## config.mk

```make
export PLATFORM = sky130hd
export DESIGN_NAME = rconv_cfg
export DESIGN_NICKNAME = d
export VERILOG_FILES = /design/src/rtl/core/rconv_pkg.sv /design/src/rtl/core/rconv_cfg.sv
export SDC_FILE = /design/constraint.sdc
export NUM_CORES = 1
export LEC_CHECK = 0
export BUFFER_PORTS_ARGS = -buffer_cell sky130_fd_sc_hd__buf_2
export CORE_MARGIN = 8
export CORE_UTILIZATION = 37
export DETAILED_ROUTE_END_ITERATION = 7
export PLACE_DENSITY_LB_ADDON = 0.15
export SETUP_SLACK_MARGIN = 0.05
export SYNTH_ARGS = -nofsm -noshare
export SYNTH_HDL_FRONTEND = slang
export SYNTH_SLANG_ARGS = --single-unit
```

## constraint.sdc

```tcl
create_clock -name clk_i -period 1.1 [get_ports clk_i]
set_input_delay 0.165 -clock clk_i [delete_from_list [all_inputs] [get_ports clk_i]]
set_output_delay 0.165 -clock clk_i [all_outputs]
set_load 0.05 [all_outputs]
```

## src/rtl/core/rconv_pkg.sv

```systemverilog
// Shared types and constants of the raster 3x3 convolution block.
package rconv_pkg;

  localparam int PixelW  = 8;
  localparam int OutRowW = 12;
  localparam int OutColW = 10;
  localparam int ModeW   = 2;
  localparam int WidthW  = 11;
  localparam int HeightW = 13;
  localparam int AccW    = 13;

  localparam int DefMaxWidth  = 1024;
  localparam int DefMaxHeight = 4096;

  localparam int ResetWidth  = 1024;
  localparam int ResetHeight = 1024;

  localparam int ApbAddrW = 4;
  localparam int ApbDataW = 32;

  typedef enum logic [ModeW-1:0] {
    ModeSmooth  = 2'd0,
    ModeSharpen = 2'd1,
    ModeSobel   = 2'd2
  } filter_mode_e;

  typedef enum logic [1:0] {
    RegFilterMode  = 2'd0,
    RegImageWidth  = 2'd1,
    RegImageHeight = 2'd2
  } reg_index_e;

  typedef struct packed {
    logic [ModeW-1:0]   mode;
    logic [WidthW-1:0]  width;
    logic [HeightW-1:0] height;
    logic               restart;
  } cfg_t;

  typedef struct packed {
    logic i_zero;
    logic i_one;
    logic j_zero;
    logic j_one;
    logic row_end;
    logic last_row;
  } pos_flags_t;

endpackage

```

## src/rtl/core/rconv_cfg.sv

```systemverilog
// APB register file: filter mode, image width and image height.
module rconv_cfg (
  input  logic                             clk_i,
  input  logic                             rst_ni,
  input  logic                             psel,
  input  logic                             penable,
  input  logic                             pwrite,
  input  logic [rconv_pkg::ApbAddrW-1:0]   paddr,
  input  logic [rconv_pkg::ApbDataW-1:0]   pwdata,
  output logic [rconv_pkg::ApbDataW-1:0]   prdata,
  output logic                             pready,
  output rconv_pkg::cfg_t                  cfg_o
);

  logic [rconv_pkg::ModeW-1:0]   mode_q;
  logic [rconv_pkg::WidthW-1:0]  width_q;
  logic [rconv_pkg::HeightW-1:0] height_q;
  logic                          wr_en;
  logic                          restart;
  logic [1:0]                    reg_idx;

  assign pready  = 1'b1;
  assign wr_en   = psel & penable & pwrite;
  assign reg_idx = paddr[rconv_pkg::ApbAddrW-1:2];

  always_comb begin
    restart = 1'b0;
    if (wr_en) begin
      case (reg_idx)
        rconv_pkg::RegImageWidth:  restart = 1'b1;
        rconv_pkg::RegImageHeight: restart = 1'b1;
        default:                   restart = 1'b0;
      endcase
    end
  end

  always_ff @(posedge clk_i or negedge rst_ni) begin
    if (!rst_ni) begin
      mode_q   <= rconv_pkg::ModeSmooth;
      width_q  <= rconv_pkg::WidthW'(rconv_pkg::ResetWidth);
      height_q <= rconv_pkg::HeightW'(rconv_pkg::ResetHeight);
    end else if (wr_en) begin
      case (reg_idx)
        rconv_pkg::RegFilterMode:  mode_q   <= pwdata[rconv_pkg::ModeW-1:0];
        rconv_pkg::RegImageWidth:  width_q  <= pwdata[rconv_pkg::WidthW-1:0];
        rconv_pkg::RegImageHeight: height_q <= pwdata[rconv_pkg::HeightW-1:0];
        default: ;
      endcase
    end
  end

  always_comb begin
    case (reg_idx)
      rconv_pkg::RegFilterMode:  prdata = rconv_pkg::ApbDataW'(mode_q);
      rconv_pkg::RegImageWidth:  prdata = rconv_pkg::ApbDataW'(width_q);
      rconv_pkg::RegImageHeight: prdata = rconv_pkg::ApbDataW'(height_q);
      default:                   prdata = '0;
    endcase
  end

  assign cfg_o.mode    = mode_q;
  assign cfg_o.width   = width_q;
  assign cfg_o.height  = height_q;
  assign cfg_o.restart = restart;

endmodule

```

==> metrics.csv <==
metric,value,unit
cell chain of the critical path,"a222oi_1, buf_4, nor2_4, buf_8",
Critical path buffers and inverters,2,
syn_area_per_cell,12.9,µm²
Via density,4.67,
Cells after Synth,115,
Iter 0 DRT Violations,37,
first-pass iteration count of the detailed router,4,
"Req. time, crit path",940,ps
diode count,0,
share of cells above drive strength 1,86.7,%
Final Power,5.27,mW
fin. max-slew vios,0,
Residual DRC,0,
GR Overflow Total,0,
Peak VDD IR,867,µV
initial antenna violation count,0,
failing checks,setup timing,
crit path launch type,flip-flop,
largest net degree at the start of global routing,27,
Total Die Area,6280,µm²
RSZ-0062 raised after global routing,true,
Reg2Reg Setup Slack,70,ps
I/O Buffers,59,
Least-Margin Pin Slew,589,ps
fin crit period,1520,ps
routed via count,1218,
Worst Hold Class,in -> reg,
GR Util All Layers,13.6,%
synthesized cell area,1480,µm²
Leak,1.34,nW
Pwr Density,1860,nW/µm²
CP max stage delay,420,ps
CP endpoint kind,output port,
f_max,0.659,GHz
Site Rows,23,
"leading cell type in the layout, fill and taps excluded",buf_6,
max_cap viols,0,
clock transition at the registers of the reported paths,90,ps
Yosys cell types,20,
placed cells,243,
critical path class,reg -> out,
Wirelength per Cell,17.6,µm
final worst slack,-417,ps
final hold violations,0,
antenna-violating nets left,0,
CTS max path bufs,2,
Core Box Area,3910,µm²
outcome,"complete, but fails checks",
CTS tree,yes,
synthesis-to-layout area growth,91.6,%
clk_lat worst skew,270,ps
worst hold slack,122,ps
fin nets,258,
synth warn,0,
sequential element share of the synthesized area,44.1,%
kind of cell adding the most delay to the critical path,flip-flops,
vias in the first global route,1341,
Clock Skews,0,ps
"commonest non-fill, non-tap cells in the layout","32 x buf_6, 31 x buf_8, 22 x dfrtp_2",
Routed WL,4590,µm
CP max stage cell,dfrtp_2,
I/O pin cnt,101,
Fin Setup TNS,-3360,ps
H-tree depth,1,
Die Y,79.3,µm
Slew headroom,60.7,%
period utilisation layout,138,%
dpl hpwl,3230,µm
#FFs+latches synth,26,
first-pass GRT wire length,6790,µm
Post-Layout Cell Count,261,
Die Width,79.3,µm
RD Place Congestion,0.708,
clk root buf,clkbuf_8,
CTS sink count,26,
CP max FO,2,
Worst Path Arrival,1350,ps
CTS Buf Count,3,
Final setup viols,28,
Place WS,-368,ps
initial core utilization,37.9,%
-- synthesized netlist by cell type, drive strengths merged --
cell type / count / share of area [%]
and2: 2 / 0.84
and4: 1 / 0.59
a22oi: 9 / 4.6
dfstp: 2 / 3.5
conb: 2 / 0.51
inv: 2 / 0.51
clkbuf: 1 / 0.25
nor2: 11 / 2.8
a222oi: 2 / 1.4
dfrtp: 24 / 41
mux2: 26 / 25
buf: 25 / 13
ha: 5 / 4.2
nand4: 3 / 2.7
-- sequential cells by signal, summed over array words and instances (netlist names) --
name	flops
mode_q	2
height_q	13
width_q	11
-- routing by layer --
layer	GRT usage, %	vias to the layer above	part of all wire (%)
met5	0	-	0
met4	2.78	0	0.68
met3	2.71	5	5.9
met2	25.6	42	54
met1	15.2	619	40
li1	-	552	-
-- kinds of logic (layout without fill, tap and decap cells) --
logic type                 after synthesis  in the layout  synth area share (%)
buffers and inverters                   28            106                  13.5
muxes                                   26             26                  24.8
DFF                                     26             26                  44.1
and+or+nand+nor                         17             17                  6.93
AOI/OAI and AO/OA                       11             11                  5.91
adders and majority gates                5              5                  4.22
other                                    2             20                 0.507
-- power by group --
part / switching [mW] / internal [mW] / leakage (nW)
sequential: 0.228 / 1.23 / 0.290
combinational: 1.71 / 1.48 / 1.02
clock: 0.304 / 0.320 / 0.0288
total: 2.24 / 3.03 / 1.34
-- per-stage QoR --
stage	util [%]	instance area, µm²
finish	72.5	2840
global route	72.5	2840
CTS	69.1	2710
detailed placement	53.8	2110
global placement	53.8	2110
floorplan	-	1720
-- worst paths after layout --
check | startpoint | to | cells past startpoint
setup reg to reg | height_q[11] | height_q[11] | 3
hold / removal | pwdata[12] | height_q[12] | 2
hold reg to reg | height_q[12] | height_q[12] | 1
min in group asynchronous | rst_ni | width_q[5] | 2
max in group asynchronous | rst_ni | height_q[8] | 2
setup / recovery | height_q[0] | prdata[0] | 4
-- layout make-up --
class	instances	area, µm²
clock buffer	4	55.1
fill	259	1070
multi-input combinational	79	887
timing repair buffer	100	1140
sequential	26	681
tap	50	62.6
inverter	2	15.0
-- what timing repair did --
action	in CTS	in global routing
pin swaps	16	8
setup endpoints to repair	40	39
cloned	1	0
resized for setup	131	27
buffers inserted	8	11
hold endpoints to repair	24	0
hold buffers	1	0
No activity file was read; power rests on OpenSTA's default activity.
