===== src/rtl/core/rconv_pkg.sv =====
// Shared types and constants of the raster 3x3 convolution block.
package rconv_pkg;

  localparam int PixelW  = 8;
  localparam int OutRowW = 12;
  localparam int OutColW = 10;
  localparam int ModeW   = 2;
  localparam int WidthW  = 11;
  localparam int HeightW = 13;
  localparam int AccW    = 13;

  localparam int DefMaxWidth  = 1024;
  localparam int DefMaxHeight = 4096;

  localparam int ResetWidth  = 1024;
  localparam int ResetHeight = 1024;

  localparam int ApbAddrW = 4;
  localparam int ApbDataW = 32;

  typedef enum logic [ModeW-1:0] {
    ModeSmooth  = 2'd0,
    ModeSharpen = 2'd1,
    ModeSobel   = 2'd2
  } filter_mode_e;

  typedef enum logic [1:0] {
    RegFilterMode  = 2'd0,
    RegImageWidth  = 2'd1,
    RegImageHeight = 2'd2
  } reg_index_e;

  typedef struct packed {
    logic [ModeW-1:0]   mode;
    logic [WidthW-1:0]  width;
    logic [HeightW-1:0] height;
    logic               restart;
  } cfg_t;

  typedef struct packed {
    logic i_zero;
    logic i_one;
    logic j_zero;
    logic j_one;
    logic row_end;
    logic last_row;
  } pos_flags_t;

endpackage


===== src/rtl/core/rconv_window.sv =====
// 3x3 window, result sequencing, kernel arithmetic and output register.
module rconv_window #(
  parameter  int MaxWidth  = rconv_pkg::DefMaxWidth,
  parameter  int MaxHeight = rconv_pkg::DefMaxHeight,
  localparam int ColW      = $clog2(MaxWidth),
  localparam int RowW      = $clog2(MaxHeight)
) (
  input  logic                          clk_i,
  input  logic                          rst_ni,
  input  logic [rconv_pkg::ModeW-1:0]   mode_i,
  input  logic                          a_valid_i,
  output logic                          b_free_o,
  input  logic [rconv_pkg::PixelW-1:0]  pix_i,
  input  logic [rconv_pkg::PixelW-1:0]  above_i,
  input  logic [rconv_pkg::PixelW-1:0]  above2_i,
  input  logic [RowW-1:0]               row_i,
  input  logic [ColW-1:0]               col_i,
  input  rconv_pkg::pos_flags_t         flags_i,
  output logic                          result_valid_o,
  input  logic                          result_ready_i,
  output logic [rconv_pkg::PixelW-1:0]  pixel_out_o,
  output logic [rconv_pkg::OutRowW-1:0] out_row_o,
  output logic [rconv_pkg::OutColW-1:0] out_col_o,
  output logic                          last_of_run_o,
  output logic                          frame_done_o
);

  localparam int PixW = rconv_pkg::PixelW;
  localparam int AccW = rconv_pkg::AccW;

  logic [PixW-1:0] win_q [3][3];

  logic [3:0]            pend_q;
  logic [RowW-1:0]       b_row_q;
  logic [ColW-1:0]       b_col_q;
  rconv_pkg::pos_flags_t b_flags_q;

  logic                         out_valid_q;
  logic [PixW-1:0]              out_pix_q;
  logic [rconv_pkg::OutRowW-1:0] out_row_q;
  logic [rconv_pkg::OutColW-1:0] out_col_q;
  logic                         out_last_q;
  logic                         out_done_q;

  logic [3:0]      new_mask;
  logic [3:0]      sel_oh;
  logic [3:0]      pend_next;
  logic            ro;
  logic            co;
  logic            top_mask;
  logic            left_mask;
  logic            out_free;
  logic            emit;
  logic            load;
  logic [RowW-1:0] res_row;
  logic [ColW-1:0] res_col;

  logic [PixW-1:0]        nb [3][3];
  logic signed [AccW-1:0] e  [3][3];
  logic signed [AccW-1:0] acc;
  logic [PixW-1:0]        res_pix;

  always_comb begin
    new_mask[0] = !flags_i.i_zero && !flags_i.j_zero;
    new_mask[1] = !flags_i.i_zero && flags_i.row_end;
    new_mask[2] = flags_i.last_row && !flags_i.j_zero;
    new_mask[3] = flags_i.last_row && flags_i.row_end;
  end

  always_comb begin
    sel_oh = 4'b0000;
    if (pend_q[0]) begin
      sel_oh = 4'b0001;
    end else if (pend_q[1]) begin
      sel_oh = 4'b0010;
    end else if (pend_q[2]) begin
      sel_oh = 4'b0100;
    end else if (pend_q[3]) begin
      sel_oh = 4'b1000;
    end
  end

  assign pend_next = pend_q & ~sel_oh;
  assign ro        = sel_oh[2] | sel_oh[3];
  assign co        = sel_oh[1] | sel_oh[3];
  assign top_mask  = ro ? b_flags_q.i_zero : b_flags_q.i_one;
  assign left_mask = co ? b_flags_q.j_zero : b_flags_q.j_one;
  assign res_row   = ro ? b_row_q : RowW'(b_row_q - RowW'(1));
  assign res_col   = co ? b_col_q : ColW'(b_col_q - ColW'(1));

  assign out_free = !out_valid_q || result_ready_i;
  assign emit     = (pend_q != 4'b0000) && out_free;
  assign b_free_o = (pend_q == 4'b0000) || (emit && (pend_next == 4'b0000));
  assign load     = a_valid_i && b_free_o;

  always_comb begin
    for (int dr = 0; dr < 3; dr++) begin
      for (int dc = 0; dc < 3; dc++) begin
        nb[dr][dc] = '0;
        if ((!ro || dr < 2) && (!co || dc < 2)) begin
          nb[dr][dc] = win_q[dr + int'(ro)][dc + int'(co)];
        end
        if ((dr == 0 && top_mask) || (dc == 0 && left_mask)) begin
          nb[dr][dc] = '0;
        end
        e[dr][dc] = $signed(AccW'(nb[dr][dc]));
      end
    end
  end

  always_comb begin
    case (mode_i)
      rconv_pkg::ModeSharpen: begin
        acc = (e[1][1] <<< 3) + e[1][1]
            - ((e[0][1] + e[1][0] + e[1][2] + e[2][1]) <<< 1);
      end
      rconv_pkg::ModeSobel: begin
        acc = (e[2][0] + (e[2][1] <<< 1) + e[2][2])
            - (e[0][0] + (e[0][1] <<< 1) + e[0][2]);
      end
      default: begin
        acc = (e[0][0] + e[0][1] + e[1][0] + (e[1][1] <<< 1) + e[1][2]
            + e[2][1] + e[2][2]) >>> 3;
      end
    endcase
    if (acc < 0) begin
      res_pix = '0;
    end else if (acc > AccW'(255)) begin
      res_pix = '1;
    end else begin
      res_pix = acc[PixW-1:0];
    end
  end

  always_ff @(posedge clk_i or negedge rst_ni) begin
    if (!rst_ni) begin
      for (int r = 0; r < 3; r++) begin
        for (int c = 0; c < 3; c++) begin
          win_q[r][c] <= '0;
        end
      end
    end else if (load) begin
      for (int r = 0; r < 3; r++) begin
        win_q[r][0] <= win_q[r][1];
        win_q[r][1] <= win_q[r][2];
      end
      win_q[0][2] <= above2_i;
      win_q[1][2] <= above_i;
      win_q[2][2] <= pix_i;
    end
  end

  always_ff @(posedge clk_i) begin
    if (load) begin
      b_row_q   <= row_i;
      b_col_q   <= col_i;
      b_flags_q <= flags_i;
    end
    if (emit) begin
      out_pix_q  <= res_pix;
      out_row_q  <= rconv_pkg::OutRowW'(res_row);
      out_col_q  <= rconv_pkg::OutColW'(res_col);
      out_last_q <= (pend_next == 4'b0000);
      out_done_q <= sel_oh[3];
    end
  end

  always_ff @(posedge clk_i or negedge rst_ni) begin
    if (!rst_ni) begin
      pend_q      <= 4'b0000;
      out_valid_q <= 1'b0;
    end else begin
      if (load) begin
        pend_q <= new_mask;
      end else if (emit) begin
        pend_q <= pend_next;
      end
      if (emit) begin
        out_valid_q <= 1'b1;
      end else if (result_ready_i) begin
        out_valid_q <= 1'b0;
      end
    end
  end

  assign result_valid_o = out_valid_q;
  assign pixel_out_o    = out_pix_q;
  assign out_row_o      = out_row_q;
  assign out_col_o      = out_col_q;
  assign last_of_run_o  = out_last_q;
  assign frame_done_o   = out_done_q;

endmodule


===== config.mk =====
export PLATFORM = sky130hd
export DESIGN_NAME = rconv_window
export DESIGN_NICKNAME = d
export VERILOG_FILES = /design/src/rtl/core/rconv_pkg.sv /design/src/rtl/core/rconv_window.sv
export SDC_FILE = /design/constraint.sdc
export NUM_CORES = 1
export LEC_CHECK = 0
export BUFFER_PORTS_ARGS = -buffer_cell sky130_fd_sc_hd__buf_2
export CAP_MARGIN = 20
export CORE_UTILIZATION = 45
export DETAILED_ROUTE_END_ITERATION = 12
export GPL_TIMING_DRIVEN = 1
export SETUP_SLACK_MARGIN = 0.5
export SLEW_MARGIN = 20
export SYNTH_ARGS = -nofsm -noshare
export SYNTH_HDL_FRONTEND = slang
export SYNTH_SLANG_ARGS = --single-unit

===== constraint.sdc =====
create_clock -name clk_i -period 10.8 [get_ports clk_i]
set_input_delay 0 -clock clk_i [delete_from_list [all_inputs] [get_ports clk_i]]
set_output_delay 0 -clock clk_i [all_outputs]
set_load 0.05 [all_outputs]

==> results of run 1 <==
-- sequential cells by signal (all words and copies together), names as in the netlist --
signal / cells
b_row_q: 12
pend_q: 4
out_row_o: 12
win_q: 72
frame_done_o: 1
out_col_o: 10
result_valid_o: 1
b_col_q: 10
last_of_run_o: 1
b_flags_q: 4
pixel_out_o: 8
-- cell type report --
| class | count | area, um^2 |
|---|---|---|
| Clock buffer | 18 | 429.2 |
| Clock inverter | 14 | 165.2 |
| Fill cell | 2027 | 10350 |
| Inverter | 107 | 401.6 |
| Multi-Input combinational cell | 723 | 6276 |
| Sequential cell | 135 | 3669 |
| Tap cell | 313 | 391.6 |
| Timing Repair Buffer | 154 | 1091 |
-- cell usage in the layout (no fill, tap or decap), types with 8 or more instances in the layout --
| master | Yosys | final |
|---|---|---|
| a21oi_1 | 46 | 44 |
| xnor2_1 | 21 | 21 |
| buf_2 | 12 | 90 |
| o21ai_1 | 15 | 15 |
| and3_1 | 12 | 12 |
| mux2_1 | 54 | 54 |
| nand2_1 | 165 | 165 |
| dlygate4sd3_1 | 0 | 56 |
| mux2i_1 | 22 | 22 |
| mux2_2 | 18 | 18 |
| clkbuf_16 | 0 | 17 |
| ha_1 | 49 | 49 |
| edfxtp_1 | 58 | 58 |
| o21ai_0 | 15 | 15 |
| fa_1 | 92 | 92 |
| inv_1 | 107 | 107 |
| a21o_1 | 16 | 15 |
| a31oi_1 | 12 | 12 |
| nor2_1 | 39 | 38 |
| nand3_1 | 23 | 23 |
| dfrtp_1 | 77 | 77 |
| nand2b_1 | 8 | 8 |
| xor2_1 | 20 | 20 |
-- cells in the mapped netlist (3+ instances only) --
master,count
o21a_1,3
mux2i_1,22
a221oi_1,4
and3_1,12
a211o_1,4
a211oi_1,4
buf_4,6
or3_1,4
o211ai_1,3
a211oi_2,3
nor2_1,39
buf_1,4
o21ai_1,15
inv_1,107
or2_2,6
xnor2_1,21
edfxtp_1,58
nor3_1,6
o21bai_1,7
dfrtp_1,77
mux2_2,18
nand3_1,23
and2_1,6
ha_1,49
a21oi_1,46
nand2b_1,8
nand2_1,165
xor2_1,20
a21o_1,16
fa_1,92
o21ai_0,15
mux4_2,3
a31oi_1,12
nor4_1,6
clkbuf_1,16
buf_2,12
nor2b_1,5
mux2_1,54
-- worst paths after layout --
path | slack [ns] | cells past startpoint | startpoint | endpoint
max in group asynchronous | 10.21 | 3 | rst_ni | win_q[40]
hold / removal | 0.01 | 2 | rst_ni | win_q[3]
setup reg to reg | 3.37 | 26 | pend_q[2] | pixel_out_o[4]
setup / recovery | 3.37 | 26 | pend_q[2] | pixel_out_o[4]
min in group clk_i | 0.29 | 2 | col_i[6] | b_col_q[6]
hold reg to reg | 0.48 | 1 | win_q[65] | win_q[65]
-- cell families after synthesis --
logic type               count (synthesis)
XOR/XNOR                                41
adder cells (fa/ha/maj)                142
AND/OR/NAND/NOR                        292
flip-flops                             135
AO/OA/AOI/OAI                          149
buffers and inverters                  145
multiplexers                            99
-- metal layers --
layer  part of all wire (%)  GRT usage [%]  wire length, um  vias to the layer above
li1                       -              -                -                     3666
met1                     44          25.96            10240                     3775
met2                     52          38.63            12280                      152
met3                    2.5          2.746              583                       30
met4                    1.8          6.789              414                        0
met5                      0              0                0                        -
-- per-stage QoR --
step	worst slack, ns	utilization, %	hold slack [ns]
finish	3.366	54.54	0.01286
detailed placement	3.409	49.35	0.1781
CTS	3.405	54.42	0.2732
global placement	3.519	49.35	0.1780
floorplan	4.344	-	-0.2956
global route	2.802	54.54	0.02093
-- repair_timing --
| item | in CTS | in global routing |
|---|---|---|
| gates resized for setup | 0 | 0 |
| hold buffers | 56 | 0 |
| endpoints found under the hold margin | 131 | 0 |
==> results.py, run 1 <==
metrics = {
    "die": {
        "die_h_um": 154.7,
        "fp.dieW_um": 154.7,
        "rows": 55,
        "die_area_um2": 23920,
        "core_area_um2": 22780,
        "start_util_pct": 46.04,
        "design.portCount": 92,
    },
    "placement": {
        "port-buffer-count": 91,
        "gp_routability_congestion": 0.8284,
        "post_dp_cell_area_um2": 11240,
        "dp_hpwl_mm": 17.53,
        "numPlacedInstances": 1375,
    },
    "synth": {
        "syn_inst": 1003,
        "synth_compound_area_share_pct": 9.437,
        "synth_top_area_cell": "dfrtp_1",
        "syn_area_um2": 10490,
        "synth_top_family_by_area": "adder cells",
        "ys.flop_type": "dfrtp_1",
        "synth-adder-area-share_pct": 23.50,
        "synth_xor_area_share_pct": 3.424,
        "synth_seq_cells": 135,
        "yosysWarnings": 0,
        "yosysSeqAreaShare_pct": 34.98,
        "async_flop_share_pct": 57.04,
        "syn_area_per_cell_um2": 10.46,
        "synthSimpleGateAreaFrac_pct": 12.37,
        "synth_mux_area_share_pct": 10.74,
        "synth_fp_nets": 1202,
        "synth_edf_count": 58,
        "yosysUniqueCellTypes": 65,
        "synth_top_cell_area_share_pct": 18.37,
        "netlist_top_cells_area": "dfrtp_1 18%, fa_1 18%, edfxtp_1 17%",
    },
    "drt": {
        "antenna_left": 0,
        "wl_per_cell_um": 16.06,
        "firstDrtPassIters": 5,
        "vias": 7623,
        "drtIter0Drc": 379,
        "routed_wl_mm": 23.52,
        "drc": 0,
        "post_drt_via_cell_ratio": 5.207,
    },
    "cells_and_area": {
        "area_growth_pct": 18.46,
        "final_cell_count_no_fill": 1464,
        "nNetsFinal": 1337,
        "antenna_cells": 0,
        "drive_above_1_share_pct": 15.20,
        "final_area_um2": 12420,
    },
    "critical_path": {
        "path_buf_inv": 4,
        "crit_family": "compound AO/OA/AOI/OAI gates",
        "cp_max_fo": 52,
        "cp-start-kind": "register",
        "critPathMaxStageDelay_ns": 0.74,
        "crit_required_ns": 11.03,
        "crit_type": "reg2reg",
        "cp-end-kind": "register",
        "arrival_ns": 7.67,
        "cp_slowest_cell": "mux2i_2",
    },
    "clock_tree": {
        "h-tree-depth": 4,
        "clkLatencyLatePin_ns": 0.42,
        "cts_tree": "done",
        "clock_path_buffers": 2,
        "clk_pin_slew_ns": 0.07,
        "root_buffer": "clkbuf_16",
        "clock-sinks": 135,
        "numCtsBuffers": 17,
        "postCtsSetupBuffers": 0,
    },
    "timing": {
        "min_period_over_period_pct": 68.83,
        "period_needed_ns": 7.434,
        "finalClockSkew_ns": 0.009295,
        "max_freq_ghz": 0.1345,
        "hold_viol": 0,
        "tns_ns": 0,
        "tightest_slew_ns": 1.044,
        "rsz0062_at_grt": "false",
        "slew_violations": 0,
        "report.final.setup_viol": 0,
        "slew_headroom_pct": 30.27,
    },
    "global_route": {
        "grt_pass1_wl_mm": 39.48,
        "grtUsageTotal_pct": 21.21,
        "grt_max_degree": 78,
        "grt_remaining_overflow": 0,
        "grt_pass1_vias": 7915,
        "antenna_found_initial": 0,
    },
    "min_path": {
        "hold_class": "in2async",
    },
    "run_status": {
        "outcome": "finished clean",
    },
    "job": {
        "maxCapViolCount": 0,
    },
}
Power of run 1 is left out: the tool's default activity adds up to more than one toggle a clock period on the data nets, which glitch-free logic cannot reach.
==> run 2, diff against run 1 <==
==> constraint.sdc (replaced) <==
create_clock -name clk_i -period 7.8 [get_ports clk_i]
set_input_delay 0 -clock clk_i [delete_from_list [all_inputs] [get_ports clk_i]]
set_output_delay 0 -clock clk_i [all_outputs]
set_load 0.05 [all_outputs]
==> run 2 against run 1 <==
  * Die area is the same
  * Cell area rose by 0.50%
  * Register-to-register slack lost 2.3 ns
  * Non-clock buffer count is 1 higher
  * Maximum frequency rose by 11%
  * Critical path depth is the same
  * Via count is 0.16% lower
  * Global-route usage grew 0.088 points
  * Worst hold slack better by 0.28 ns
  * Critical path type unchanged
  * First-iteration DRC count down 3.4%
  * Cell count up 0.14%
==> results.py, run 2 (synthesized netlist as in run 1, its figures left out) <==
metrics = {
    "critical_path": {
        "cp_common_cell": "inv_1",
        "crit_required_ns": 8.03,
        "crit_family": "adder cells",
        "cp-start-kind": "register",
        "critPathMaxStageDelay_ns": 0.55,
        "cp-end-kind": "register",
        "cp_max_fo": 24,
        "arrival_ns": 6.93,
        "cp_slowest_cell": "fa_1",
        "crit_type": "reg2reg",
        "path_buf_inv": 5,
    },
    "clock_tree": {
        "cts_tree": "done",
        "clk_pin_slew_ns": 0.07,
        "postCtsSetupBuffers": 0,
        "h-tree-depth": 4,
        "clock_path_buffers": 2,
        "root_buffer": "clkbuf_16",
        "numCtsBuffers": 17,
        "clock-sinks": 135,
        "clkLatencyLatePin_ns": 0.42,
    },
    "cells_and_area": {
        "mostFrequentLayoutCell": "nand2_1",
        "area_growth_pct": 19.05,
        "final_cell_mix": "165 x nand2_1, 107 x inv_1, 92 x fa_1, 90 x buf_2, 77 x dfrtp_1",
        "antenna_cells": 0,
        "largest_reg_flops": 72,
        "drive_above_1_share_pct": 15.35,
        "top_register": "win_q",
        "nNetsFinal": 1339,
    },
    "global_route": {
        "grt_remaining_overflow": 0,
        "antenna_found_initial": 0,
        "grt_pass1_wl_mm": 39.61,
        "grt_max_degree": 67,
        "grtUsageTotal_pct": 21.30,
        "grt_pass1_vias": 7947,
    },
    "die": {
        "die_h_um": 154.7,
        "core_area_um2": 22780,
        "fp.dieW_um": 154.7,
        "start_util_pct": 46.04,
        "die_area_um2": 23920,
        "rows": 55,
        "design.portCount": 92,
    },
    "drt": {
        "drtIter0Drc": 366,
        "drc": 0,
        "vias": 7611,
        "routed_wl_mm": 23.74,
        "wl_per_cell_um": 16.19,
        "firstDrtPassIters": 5,
        "post_drt_via_cell_ratio": 5.192,
        "antenna_left": 0,
    },
    "job": {
        "maxCapViolCount": 0,
    },
    "timing": {
        "slew_headroom_pct": 33.08,
        "max_freq_ghz": 0.1492,
        "period_needed_ns": 6.700,
        "min_period_over_period_pct": 85.90,
        "slew_violations": 0,
        "rsz0062_at_grt": "false",
        "finalClockSkew_ns": 0.01229,
        "tightest_slew_ns": 1.002,
        "hold_viol": 0,
        "tns_ns": 0,
        "report.final.setup_viol": 0,
    },
    "min_path": {
        "hold_class": "in2reg",
    },
    "placement": {
        "dp_hpwl_mm": 17.87,
        "port-buffer-count": 91,
        "gp_routability_congestion": 0.8480,
    },
    "run_status": {
        "outcome": "finished clean",
    },
}
==> run 2: cell types whose count changed in the layout (fill, tap and decap cells not counted), moves of 2 or more <==
| cell | delta |
|---|---|
| clkinv_4 | +2 |
| bufinv_16 | +2 |
| buf_4 | +2 |
| clkinvlp_4 | -3 |
| mux2i_2 | -2 |
| mux2i_4 | +2 |
==> run 2: timing repair <==
action | CTS | global route
hold buffers | 56 | 0
hold endpoints to repair | 131 | 0
setup endpoints to repair | 0 | 8
gates resized for setup | 0 | 3
==> run 2: path summary, 6_finish.rpt <==
| kind | startpoint | end | slack [ns] | cells past startpoint |
|---|---|---|---|---|
| min in group asynchronous | rst_ni | win_q[39] | 0.34 | 3 |
| max | pend_q[0] | pixel_out_o[4] | 1.10 | 26 |
| min | row_i[8] | b_row_q[8] | 0.29 | 2 |
| max reg2reg | pend_q[0] | pixel_out_o[4] | 1.10 | 26 |
| max in group asynchronous | rst_ni | win_q[6] | 6.82 | 3 |
| min reg2reg | win_q[71] | win_q[71] | 0.49 | 1 |
==> run 2: layout make-up <==
| type | count | area, um^2 |
|---|---|---|
| fill | 1977 | 10290 |
| multi-input combinational | 724 | 6305 |
| sequential | 135 | 3669 |
| timing repair buffer | 155 | 1079 |
| clock buffer | 17 | 425.4 |
| inverter | 107 | 401.6 |
| tap | 313 | 391.6 |
| clock inverter | 15 | 215.2 |
==> run 2: worst reg2reg max path: stages, from the launching register on <==
cell and delay (ns):
dfrtp_1 0.48, or2_1 0.40, nor2_4 0.33, buf_4 0.37, nand2_1 0.10, nand3_1 0.09, nand2_1 0.07, a31oi_1 0.39
fa_1 0.50, inv_1 0.09, fa_1 0.38, inv_1 0.07, ha_1 0.24, inv_1 0.08, o21bai_1 0.08, a21oi_1 0.24
xnor2_1 0.15, fa_1 0.55, inv_1 0.04, ha_1 0.19, or3_4 0.39, o211a_4 0.26, o41ai_4 0.21, xor2_1 0.15
o21ai_0 0.09, a311o_2 0.49, o41ai_1 0.09
==> run 2: layer usage <==
layer	global-route usage, %	vias to the layer above	wire length, um
met5	0	-	0
met4	8.298	0	656
met3	3.110	43	842
met2	39.24	192	12370
met1	24.88	3695	9875
li1	-	3681	-
==> run 2: metrics by stage <==
step	setup WS [ns]	utilization [%]	std cells	hold slack, ns	cell area [um^2]
after floorplan	1.344	-	1003	-0.2956	10490
after CTS	0.8207	54.69	1465	0.2707	12460
after detailed placement	0.8424	49.42	1377	-0.1562	11260
after global placement	0.9697	49.42	1377	-0.1571	11260
after global routing	0.6356	54.81	1466	0.2875	12490
final	1.100	54.81	1466	0.2914	12490
Power of run 2 is left out for the same reason.
==> run 3, diff against run 2 <==
--- a/config.mk
+++ b/config.mk
@@ -10,6 +10,7 @@
 export CORE_UTILIZATION = 45
 export DETAILED_ROUTE_END_ITERATION = 12
 export GPL_TIMING_DRIVEN = 1
+export REMOVE_ABC_BUFFERS = 1
 export SETUP_SLACK_MARGIN = 0.5
 export SLEW_MARGIN = 20
 export SYNTH_ARGS = -nofsm -noshare
==> run 3 against run 2 <==
  * Register-to-register slack got worse by 0.15 ns
  * Largest cell class unchanged
  * Clock-buffer cell count stayed put
  * Critical path type unchanged
  * Global-route usage decreased by 0.16 points
  * Cell count rose by 0.20%
  * Via count is 0.87% lower
  * Critical endpoint unchanged
  * Highest routed layer unchanged
==> results.py, run 3 (synthesized netlist as in run 1, its figures left out) <==
metrics = {
    "job": {
        "maxCapViolCount": 0,
    },
    "critical_path": {
        "cp-start-kind": "register",
        "path_buf_inv": 2,
        "arrival_ns": 7.09,
        "cp.depth": 24,
        "worstPathCellList": "or2_1 -> nand2_2 -> buf_4 -> nand2_1 -> nand3_1 -> nand2_1 -> a31oi_1 -> fa_1 -> fa_1 -> ha_1 -> a21oi_1 -> o21bai_1 -> a21oi_1 -> xnor2_1 -> fa_1 -> inv_1 -> ha_1 -> or3_4 -> o211a_4 -> o41ai_4 -> xor2_1 -> o21ai_0 -> a311o_2 -> o41ai_1",
        "cp_common_cell": "fa_1",
        "critPathMaxStageDelay_ns": 0.54,
        "crit_type": "reg2reg",
        "r2r_slack_ns": 0.95,
        "cp_slowest_cell": "fa_1",
        "r2r_end": "pixel_out_o[4]",
        "startpoint": "pend_q[3]",
        "endpoint": "pixel_out_o[4]",
        "crit_required_ns": 8.04,
        "worstRegToRegCells": 24,
        "r2r_start": "pend_q[3]",
        "crit_family": "compound AO/OA/AOI/OAI gates",
        "cp_max_fo": 27,
        "cp-end-kind": "register",
    },
    "cells_and_area": {
        "largest_reg_flops": 72,
        "top_register": "win_q",
        "antenna_cells": 0,
        "nNetsFinal": 1342,
        "mostFrequentLayoutCell": "nand2_1",
        "drive_above_1_share_pct": 15.48,
        "final_cell_mix": "165 x nand2_1, 107 x inv_1, 92 x fa_1, 90 x buf_2, 77 x dfrtp_1",
        "area_growth_pct": 18.69,
        "final_area_um2": 12450,
    },
    "min_path": {
        "hold_class": "in2reg",
        "min_path_cells": 3,
    },
    "die": {
        "rows": 55,
        "fp.dieW_um": 154.7,
        "design.portCount": 92,
        "die_area_um2": 23920,
        "core_area_um2": 22780,
        "die_h_um": 154.7,
        "start_util_pct": 46.04,
    },
    "timing": {
        "min_period_over_period_pct": 87.84,
        "tightest_slew_ns": 1.022,
        "period_needed_ns": 6.851,
        "slew_headroom_pct": 31.69,
        "hold_slack_ns": 0.2933,
        "report.final.setup_viol": 0,
        "max_freq_ghz": 0.1460,
        "setup_slack_ns": 0.9485,
        "slew_violations": 0,
        "tns_ns": 0,
        "finalClockSkew_ns": 0.008742,
        "hold_viol": 0,
        "rsz0062_at_grt": "false",
    },
    "clock_tree": {
        "clock_path_buffers": 2,
        "cts_tree": "done",
        "root_buffer": "clkbuf_16",
        "clk_pin_slew_ns": 0.06,
        "h-tree-depth": 4,
        "postCtsSetupBuffers": 0,
        "clkLatencyLatePin_ns": 0.43,
        "clock-sinks": 135,
        "numCtsBuffers": 17,
    },
    "drt": {
        "drc": 0,
        "firstDrtPassIters": 5,
        "antenna_left": 0,
        "post_drt_via_cell_ratio": 5.136,
        "routed_wl_mm": 23.33,
        "vias": 7545,
        "drtIter0Drc": 401,
        "wl_per_cell_um": 15.88,
    },
    "placement": {
        "port-buffer-count": 91,
        "post_dp_cell_area_um2": 11280,
        "dpl_worst_slack_ns": 0.8515,
        "dp_hpwl_mm": 17.87,
        "gp_routability_congestion": 0.8819,
    },
    "global_route": {
        "antenna_found_initial": 0,
        "grt_pass1_vias": 7899,
        "grt_max_degree": 69,
        "grtUsageTotal_pct": 21.14,
        "grt_remaining_overflow": 0,
        "grt_pass1_wl_mm": 39.19,
    },
    "run_status": {
        "outcome": "finished clean",
    },
}
==> run 3: changes by cell type in the layout (fill, tap and decap cells not counted), sizes merged <==
| cell | before | now |
|---|---|---|
| buf | 99 | 102 |
| bufinv | 4 | 2 |
| clkinvlp | 0 | 2 |
| dlygate4sd3 | 56 | 57 |
| nor2 | 41 | 40 |
==> run 3: repair_timing <==
action | CTS | global route
gates resized for setup | 0 | 1
hold buffers | 57 | 0
hold endpoints to repair | 125 | 0
endpoints found under the setup margin | 0 | 8
==> run 3: routing by layer <==
metal | vias to the layer above | GRT usage (%) | share of wire [%]
li1 | 3672 | - | -
met1 | 3635 | 25.35 | 43
met2 | 194 | 38.35 | 51
met3 | 44 | 2.886 | 3.0
met4 | 0 | 8.204 | 2.8
met5 | - | 0 | 0
==> run 3: worst min-delay path, cell delays in order <==
cell and delay [ns]:
buf_2 0.10, nor2b_4 0.11, buf_4 0.27
==> run 3: cell type report <==
class,count,area (um^2)
Clock inverter,15,167.7
Fill cell,2068,10330
Timing Repair Buffer,159,1111
Sequential cell,135,3669
Multi-Input combinational cell,723,6282
Inverter,107,401.6
Clock buffer,17,425.4
Tap cell,313,391.6
==> run 3: per-stage QoR <==
stage               std cells  util [%]
global route             1469     54.65
floorplan                 965         -
finish                   1469     54.65
CTS                      1469     54.62
global placement         1380     49.51
detailed placement       1380     49.51
==> run 3: worst min path at each step <==
stage	start	to	slack, ns
floorplan	rst_ni	pend_q[0]	-0.30
global placement	rst_ni	win_q[31]	-0.15
detailed placement	rst_ni	win_q[55]	-0.15
CTS	row_i[10]	b_row_q[10]	0.26
global route	row_i[6]	b_row_q[6]	0.28
finish	a_valid_i	b_col_q[3]	0.29
Power of run 3 is left out for the same reason.
